File: src/rtl/dfd_pkg.sv
// Shared types, constants and functions for the delimited frame deframer.
// Has no dependencies. Every other file in this folder imports it.
package dfd_pkg;

    localparam int MAX_FRAME_LEN = 256;
    localparam int CNT_W         = $clog2(MAX_FRAME_LEN + 1);
    localparam int LEN_W         = 9;
    localparam int LEN_MAX       = (1 << LEN_W) - 1;
    localparam int MIN_FRAME     = 6;
    localparam int PROTO_POS     = 4;
    localparam int Q_DEPTH       = 4;
    localparam int Q_PTR_W       = $clog2(Q_DEPTH);
    localparam int Q_LVL_W       = $clog2(Q_DEPTH + 1);

    localparam logic [7:0] START_BYTE = 8'h78;
    localparam logic [7:0] CR_BYTE    = 8'h0D;
    localparam logic [7:0] LF_BYTE    = 8'h0A;

    localparam logic [7:0] PROTO_LOGIN     = 8'h01;
    localparam logic [7:0] PROTO_HEARTBEAT = 8'h08;
    localparam logic [7:0] PROTO_GPS_ON    = 8'h10;
    localparam logic [7:0] PROTO_GPS_OFF   = 8'h11;
    localparam logic [7:0] PROTO_DETAILS   = 8'h13;
    localparam logic [7:0] PROTO_LBS_A     = 8'h17;
    localparam logic [7:0] PROTO_LBS_B     = 8'h18;
    localparam logic [7:0] PROTO_LBS_C     = 8'h19;
    localparam logic [7:0] PROTO_TIME_SYNC = 8'h30;

    typedef enum logic [3:0] {
        KIND_LOGIN     = 4'd0,
        KIND_HEARTBEAT = 4'd1,
        KIND_GPS_ON    = 4'd2,
        KIND_GPS_OFF   = 4'd3,
        KIND_DETAILS   = 4'd4,
        KIND_LBS       = 4'd5,
        KIND_TIME_SYNC = 4'd6,
        KIND_UNKNOWN   = 4'd7,
        KIND_OVERFLOW  = 4'd8
    } t_kind;

    // One finished frame as handed from the parser to the result stage.
    typedef struct packed {
        logic [CNT_W-1:0] len;
        logic [7:0]       proto;
        logic             ovf;
    } t_rec;

    function automatic t_kind classify(logic [7:0] proto);
        t_kind k;
        k = KIND_UNKNOWN;
        unique case (proto)
            PROTO_LOGIN:     k = KIND_LOGIN;
            PROTO_HEARTBEAT: k = KIND_HEARTBEAT;
            PROTO_GPS_ON:    k = KIND_GPS_ON;
            PROTO_GPS_OFF:   k = KIND_GPS_OFF;
            PROTO_DETAILS:   k = KIND_DETAILS;
            PROTO_LBS_A,
            PROTO_LBS_B,
            PROTO_LBS_C:     k = KIND_LBS;
            PROTO_TIME_SYNC: k = KIND_TIME_SYNC;
            default:         k = KIND_UNKNOWN;
        endcase
        return k;
    endfunction

    function automatic logic [LEN_W-1:0] sat_len(logic [CNT_W-1:0] c);
        logic [LEN_W-1:0] l;
        if (32'(c) > 32'(LEN_MAX)) begin
            l = '1;
        end else begin
            l = LEN_W'(c);
        end
        return l;
    endfunction

endpackage

File: src/rtl/dfd_parser.sv
// Front end: hunts for the header, counts frame bytes and spots the terminator.
// Pushes a record per non-runt closed or overflowed frame. Depends on dfd_pkg.
module dfd_parser (
    input  logic          i_clk,
    input  logic          i_rst_n,
    input  logic          i_valid,
    input  logic [7:0]    i_byte,
    output logic          o_push,
    output dfd_pkg::t_rec o_rec
);
    import dfd_pkg::*;

    logic             r_inside, n_inside;
    logic             r_last_start, n_last_start;
    logic             r_last_cr, n_last_cr;
    logic [CNT_W-1:0] r_count, n_count;
    logic [7:0]       r_proto, n_proto;
    logic [CNT_W-1:0] cnt_inc;
    logic [7:0]       proto_inc;

    assign cnt_inc   = r_count + CNT_W'(1);
    assign proto_inc = (cnt_inc == CNT_W'(PROTO_POS)) ? i_byte : r_proto;

    always_comb begin
        n_inside     = r_inside;
        n_last_start = r_last_start;
        n_last_cr    = r_last_cr;
        n_count      = r_count;
        n_proto      = r_proto;
        o_push       = 1'b0;
        o_rec.len    = cnt_inc;
        o_rec.proto  = proto_inc;
        o_rec.ovf    = 1'b0;
        if (i_valid) begin
            if (!r_inside) begin
                if (i_byte == START_BYTE && r_last_start) begin
                    n_inside     = 1'b1;
                    n_last_start = 1'b0;
                    n_last_cr    = 1'b0;
                    n_count      = CNT_W'(2);
                    n_proto      = '0;
                end else begin
                    n_last_start = (i_byte == START_BYTE);
                end
            end else begin
                n_count = cnt_inc;
                n_proto = proto_inc;
                priority if (i_byte == LF_BYTE && r_last_cr) begin
                    // close; drop runts
                    o_push   = (32'(cnt_inc) >= MIN_FRAME);
                    n_inside = 1'b0;
                end else if (32'(cnt_inc) >= MAX_FRAME_LEN) begin
                    // abandon at the length limit
                    o_push    = 1'b1;
                    o_rec.len = CNT_W'(MAX_FRAME_LEN);
                    o_rec.ovf = 1'b1;
                    n_inside  = 1'b0;
                end else begin
                    n_last_cr = (i_byte == CR_BYTE);
                end
                if (!n_inside) begin
                    n_last_start = 1'b0;
                    n_last_cr    = 1'b0;
                    n_count      = '0;
                    n_proto      = '0;
                end
            end
        end
    end

    always_ff @(posedge i_clk) begin
        if (!i_rst_n) begin
            r_inside     <= 1'b0;
            r_last_start <= 1'b0;
            r_last_cr    <= 1'b0;
            r_count      <= '0;
            r_proto      <= '0;
        end else begin
            r_inside     <= n_inside;
            r_last_start <= n_last_start;
            r_last_cr    <= n_last_cr;
            r_count      <= n_count;
            r_proto      <= n_proto;
        end
    end

    a_count_in_frame: assert property (@(posedge i_clk) disable iff (!i_rst_n)
        r_inside |-> (r_count >= CNT_W'(2)) && (32'(r_count) < MAX_FRAME_LEN))
        else $error("frame byte count out of range");

    a_count_hunting: assert property (@(posedge i_clk) disable iff (!i_rst_n)
        !r_inside |-> (r_count == '0) && !r_last_cr)
        else $error("frame state left over while hunting");

endmodule

File: src/rtl/dfd_queue.sv
// Short record queue between parser and result stage.
// Register array with combinational read. Depends on dfd_pkg.
module dfd_queue (
    input  logic          i_clk,
    input  logic          i_rst_n,
    input  logic          i_push,
    input  dfd_pkg::t_rec i_rec,
    input  logic          i_pop,
    output logic          o_full,
    output logic          o_empty,
    output dfd_pkg::t_rec o_rec
);
    import dfd_pkg::*;

    t_rec               r_mem [Q_DEPTH];
    logic [Q_PTR_W-1:0] r_wr, n_wr;
    logic [Q_PTR_W-1:0] r_rd, n_rd;
    logic [Q_LVL_W-1:0] r_level, n_level;
    logic               do_push, do_pop;

    assign o_full  = (r_level == Q_LVL_W'(Q_DEPTH));
    assign o_empty = (r_level == '0);
    assign o_rec   = r_mem[r_rd];
    assign do_push = i_push && !o_full;
    assign do_pop  = i_pop && !o_empty;

    always_comb begin
        n_wr    = do_push ? Q_PTR_W'(32'(r_wr) + 1 == Q_DEPTH ? 0 : 32'(r_wr) + 1) : r_wr;
        n_rd    = do_pop  ? Q_PTR_W'(32'(r_rd) + 1 == Q_DEPTH ? 0 : 32'(r_rd) + 1) : r_rd;
        n_level = r_level + Q_LVL_W'(do_push) - Q_LVL_W'(do_pop);
    end

    always_ff @(posedge i_clk) begin
        if (do_push) begin
            r_mem[r_wr] <= i_rec;
        end
    end

    always_ff @(posedge i_clk) begin
        if (!i_rst_n) begin
            r_wr    <= '0;
            r_rd    <= '0;
            r_level <= '0;
        end else begin
            r_wr    <= n_wr;
            r_rd    <= n_rd;
            r_level <= n_level;
        end
    end

    a_level_bound: assert property (@(posedge i_clk) disable iff (!i_rst_n)
        32'(r_level) <= Q_DEPTH)
        else $error("queue level beyond depth");

endmodule

File: src/rtl/dfd_result.sv
// Back end: classifies queued records and holds the presented result.
// Output register with pop handshake. Depends on dfd_pkg.
module dfd_result (
    input  logic                      i_clk,
    input  logic                      i_rst_n,
    input  logic                      i_q_empty,
    input  dfd_pkg::t_rec             i_rec,
    output logic                      o_q_pop,
    input  logic                      i_pop,
    output logic                      o_valid,
    output logic [dfd_pkg::LEN_W-1:0] o_len,
    output logic [7:0]                o_proto,
    output logic [3:0]                o_kind
);
    import dfd_pkg::*;

    logic             r_valid, n_valid;
    logic [LEN_W-1:0] r_len;
    logic [7:0]       r_proto;
    t_kind            r_kind;
    logic             load;

    assign load    = !i_q_empty && (!r_valid || i_pop);
    assign o_q_pop = load;
    assign n_valid = load || (r_valid && !i_pop);
    assign o_valid = r_valid;
    assign o_len   = r_len;
    assign o_proto = r_proto;
    assign o_kind  = r_kind;

    always_ff @(posedge i_clk) begin
        if (!i_rst_n) begin
            r_valid <= 1'b0;
        end else begin
            r_valid <= n_valid;
        end
    end

    always_ff @(posedge i_clk) begin
        if (load) begin
            r_len   <= sat_len(i_rec.len);
            r_proto <= i_rec.proto;
            r_kind  <= i_rec.ovf ? KIND_OVERFLOW : classify(i_rec.proto);
        end
    end

    a_ovf_len: assert property (@(posedge i_clk) disable iff (!i_rst_n)
        r_valid && (r_kind == KIND_OVERFLOW) |-> r_len == sat_len(CNT_W'(MAX_FRAME_LEN)))
        else $error("overflow result with wrong length");

    a_min_len: assert property (@(posedge i_clk) disable iff (!i_rst_n)
        r_valid && (r_kind != KIND_OVERFLOW) |-> 32'(r_len) >= MIN_FRAME)
        else $error("short frame reached the result port");

endmodule

File: src/rtl/delimited_frame_deframer.sv
// Top level of the delimited frame deframer: parser, record queue, result stage.
// Depends on dfd_pkg, dfd_parser, dfd_queue and dfd_result.
//
// Takes one stream byte per cycle on push/full and gives one result per finished
// frame on empty/pop: frame length, protocol number (fourth frame byte) and class.
// A frame opens on two consecutive 0x78 bytes and closes on 0x0D 0x0A; frames
// under six bytes are dropped, and a frame reaching MAX_FRAME_LEN bytes unclosed
// gives an overflow result. Each byte is parsed in the cycle it is taken, so the
// block sustains one byte per cycle while full is low; results pass through a
// four-record queue and an output register, and full rises only when the queue
// is full, which needs four unread results behind the one on the result ports.
module delimited_frame_deframer (
    input  logic                      i_clk,
    input  logic                      i_rst_n,
    input  logic                      push,
    output logic                      full,
    input  logic [7:0]                i_data_byte,
    output logic                      empty,
    input  logic                      pop,
    output logic [dfd_pkg::LEN_W-1:0] o_frame_length,
    output logic [7:0]                o_protocol_number,
    output logic [3:0]                o_frame_kind
);
    import dfd_pkg::*;

    logic in_xfer;
    logic rec_push;
    t_rec rec_in;
    t_rec rec_out;
    logic q_full;
    logic q_empty;
    logic q_pop;
    logic res_valid;

    assign full    = q_full;
    assign empty   = !res_valid;
    assign in_xfer = push && !q_full;

    dfd_parser u_parser (
        .i_clk   (i_clk),
        .i_rst_n (i_rst_n),
        .i_valid (in_xfer),
        .i_byte  (i_data_byte),
        .o_push  (rec_push),
        .o_rec   (rec_in)
    );

    dfd_queue u_queue (
        .i_clk   (i_clk),
        .i_rst_n (i_rst_n),
        .i_push  (rec_push),
        .i_rec   (rec_in),
        .i_pop   (q_pop),
        .o_full  (q_full),
        .o_empty (q_empty),
        .o_rec   (rec_out)
    );

    dfd_result u_result (
        .i_clk     (i_clk),
        .i_rst_n   (i_rst_n),
        .i_q_empty (q_empty),
        .i_rec     (rec_out),
        .o_q_pop   (q_pop),
        .i_pop     (pop),
        .o_valid   (res_valid),
        .o_len     (o_frame_length),
        .o_proto   (o_protocol_number),
        .o_kind    (o_frame_kind)
    );

endmodule
File: config.mk
export PLATFORM = sky130hd
export DESIGN_NAME = delimited_frame_deframer
export DESIGN_NICKNAME = d
export VERILOG_FILES = /design/src/rtl/dfd_pkg.sv /design/src/rtl/dfd_parser.sv /design/src/rtl/dfd_queue.sv /design/src/rtl/dfd_result.sv /design/src/rtl/delimited_frame_deframer.sv
export SDC_FILE = /design/constraint.sdc
export NUM_CORES = 1
export LEC_CHECK = 0
export ABC_AREA = 1
export BUFFER_PORTS_ARGS = -buffer_cell sky130_fd_sc_hd__buf_2
export CELL_PAD_IN_SITES_DETAIL_PLACEMENT = 1
export CELL_PAD_IN_SITES_GLOBAL_PLACEMENT = 2
export CORE_MARGIN = 10
export CORE_UTILIZATION = 42
export CTS_BUF_LIST = sky130_fd_sc_hd__clkbuf_4 sky130_fd_sc_hd__clkbuf_8 sky130_fd_sc_hd__clkbuf_16
export CTS_CLUSTER_SIZE = 8
export DETAILED_ROUTE_END_ITERATION = 6
export PLACE_DENSITY_LB_ADDON = 0.12
export SLEW_MARGIN = 25
export SYNTH_ARGS = -nofsm -noshare
export SYNTH_HDL_FRONTEND = slang
export SYNTH_SLANG_ARGS = --single-unit
export TNS_END_PERCENT = 1
File: constraint.sdc
create_clock -name i_clk -period 9.18 [get_ports i_clk]
set_input_delay 1.836 -clock i_clk [delete_from_list [all_inputs] [get_ports i_clk]]
set_output_delay 1.836 -clock i_clk [all_outputs]
set_load 0.02 [all_outputs]
==> flow_summary_export.csv <==
group,metric,value,unit
status,status,"finished clean",
drt,drc,0,
synth,ys_seq_area_share,63.3,%
synth,syn-instance-count,536,
synth,syn-num-nets,557,
clocking,ctsRootBufferMaster,"clkbuf_16",
power,ir_worst_vdd,0.140,mV
timing,slew_violations,0,
timing,rsz0062_at_grt,"no",
drt,ant_nets,0,
drt,drt-initial-drc-count,200,
clocking,holdBufCountCts,0,
floorplanning,die_x,133,um
cells_and_area,nets,601,
power,pwr_density_cell,293,nW/um2
timing,layout_setup_ws,5.35,ns
placed_design,place.gp.congestion,0.802,
clocking,cts_sinks,123,
placed_design,dp_hpwl,8360,um
cells_and_area,drive_gt1_share,14.8,%
timing,finalSetupViolations,0,
grt,grt_pass1_vias,4144,
synth,synth_edf_count,93,
timing,worstMarginPinSlew,0.826,ns
clocking,cts_made_buffers,17,
drt,route.detailed.wl_per_inst,16.3,um
synth,syn-cell-area,5360,um2
timing,whs,0.463,ns
clocking,cts_tree,"done",
synth,yosysUniqueCellTypes,33,
floorplanning,io_pins,35,
synth,syn-mean-instance-area,10.0,um2
grt,grt_pass1_wl,20800,um
floorplanning,rows,41,
min_path,worstHoldPathType,"register to register",
timing,max_freq,261,MHz
grt,overflow,0,
timing,setup_tns,0,ns
clocking,cts.repair.resized,0,
worst_setup_path,setup.worst_path.class,"input port to register",
grt,track_usage,14.9,%
placed_design,dp_slack,4.88,ns
clocking,post-cts-setup-buffers,0,
worst_setup_path,cp_max_fo,20,
worst_setup_path,path_common_cell,"inv_1",
synth,ys.flop_type,"edfxtp_1",
worst_setup_path,arrival,4.13,ns
grt,antenna_found_initial,0,
clocking,clk_pin_slew,0.06,ns
drt,drtPass1Iterations,4,
worst_setup_path,worst_setup_path_start_kind,"input port",
floorplanning,initial_core_util,42.7,%
timing,finalCritPeriodShare,41.7,%
floorplanning,die_area,17700,um2
timing,relSlewSlack,44.6,%
job,cap_violations,0,
placed_design,port_buffers,34,
cells_and_area,fillers,1415,
cells_and_area,area_growth,17.3,%
drt,wirelength,12400,um
synth,synthArstFlopShare,0,%
worst_setup_path,critPathCaptureType,"register",
timing,finalClockSkew,0.00599,ns
worst_setup_path,cp_slowest_cell,"nand2_1",
floorplanning,core_area,12600,um2
clocking,clock_latency,0.41,ns
clocking,cts_max_level,4,
synth,synth-seq-cells,123,
floorplanning,fp.dieH,133,um
timing,hold_violations,0,
drt,avgViaCountPerCell,5.02,
worst_setup_path,cp.required,9.48,ns
worst_setup_path,path_cells,"buf_2 > inv_1 > nor2_1 > nand2_1 > nor2_1 > nand2_2 > inv_1 > ha_1 > inv_1 > fa_1 > o21ai_0 > a21oi_1",
synth,yosys_warnings,0,
cells_and_area,antenna_cells,0,
worst_setup_path,cpPeakStageDelay,0.52,ns
grt,grt_max_degree,39,
clocking,cts_buffer_depth,2,
power,power_leakage,2.55,nW
drt,num_vias,3838,
timing,fin_crit,3.83,ns
where the power goes:
part / total (mW) / switching [mW] / internal (mW) / leakage, nW
clock network: 0.646 / 0.247 / 0.398 / 0.278
registers: 0.717 / 0.0226 / 0.695 / 1.12
logic: 0.481 / 0.346 / 0.135 / 1.16
area by class of cell:
class                   count  area, um2  area share [%]
clock buffers              17        425            6.76
well taps                 172        215            3.42
repair buffers             41        223            3.54
multi-input cells         331       1640            26.0
clock inverters            15        150            2.39
flip-flops and latches    123       3390            53.9
inverters                  66        248            3.94
Yosys cell counts, types with 3 or more instances:
cell type / instances / area (um2)
nand2_1: 106 / 398
nand3_1: 54 / 270
nor2_1: 60 / 225
inv_1: 62 / 233
nor2_2: 3 / 18.8
o22ai_1: 10 / 62.6
edfxtp_1: 93 / 2790
clkbuf_1: 8 / 30.0
xor2_1: 3 / 26.3
nand4_1: 5 / 31.3
dfxtp_1: 30 / 601
nand2_2: 4 / 25.0
o21ai_0: 27 / 135
and2_1: 10 / 62.6
ha_1: 8 / 100
buf_2: 4 / 20.0
a21oi_1: 22 / 110
nor3_1: 5 / 25.0
metal layers:
layer,GRT usage (%),part of all wire (%)
met3,4.47,5.6
met2,24.4,49
met1,17.4,43
met4,7.46,2.0
met5,0,0
flip-flops by register name (all words and copies together), names as in the netlist, named ones only:
signal / count
u_queue.r_mem: 72
u_result.o_len: 9
u_result.o_kind: 4
u_parser.r_last_cr: 1
u_result.o_valid: 1
u_parser.r_count: 9
u_parser.r_inside: 1
u_queue.r_wr: 2
u_queue.r_level: 3
u_queue.r_rd: 2
u_result.o_proto: 8
u_parser.r_proto: 8
u_parser.r_last_start: 1
metrics by stage:
step / util [%] / cells / total power, mW / area, um2
3_3_place_gp: 45.5 / 733 / 1.20 / 5710
4_1_cts: 50.0 / 765 / 1.87 / 6290
5_1_grt: 50.0 / 765 / 1.96 / 6290
2_1_floorplan: - / 536 / 1.07 / 5360
6_report: 50.0 / 765 / 1.84 / 6290
3_5_place_dp: 45.5 / 733 / 1.22 / 5710
worst paths after layout:
| kind | startpoint | endpoint | slack [ns] | depth (start not counted) |
|---|---|---|---|---|
| worst max-delay path | push | u_queue.r_level[2] | 5.35 | 12 |
| worst min-delay path | u_parser.r_count[8] | u_parser.r_count[8] | 0.46 | 2 |
| worst max register to register | u_queue.r_level[1] | u_queue.r_level[2] | 6.34 | 11 |
| worst min register to register | u_parser.r_count[8] | u_parser.r_count[8] | 0.46 | 2 |
critical path: cells and delay by family:
family | cells | cell delay (ns)
AO/OA/AOI/OAI | 2 | 0.27
adder cells (fa/ha/maj) | 2 | 0.53
buffers and inverters | 4 | 0.25
AND/OR/NAND/NOR | 4 | 1.25
logic make-up (layout without fill, tap and decap cells):
kind of cell	count (synthesis)	in the layout	share of synthesized area, %
compound gates	61	61	6.07
xor+xnor	4	4	0.794
fa+ha+maj	9	9	2.24
buf+inv	82	139	6.25
flops	123	123	63.3
simple gates	257	257	21.4
cells in the final DEF, fill, tap and decap left out, types with 4 or more instances in the layout:
master       n
buf_4        7
buf_2       34
clkbuf_16   17
clkinv_1     4
edfxtp_1    93
nand2_1    106
nand4_1      5
o21ai_0     27
nand2_2      4
o22ai_1     10
nor2_1      59
inv_1       62
ha_1         8
nor3_1       5
clkinv_4     4
nor2_2       4
nand3_1     54
a21oi_1     22
dfxtp_1     30
and2_1      10
No activity file was read; power rests on OpenSTA's default activity.
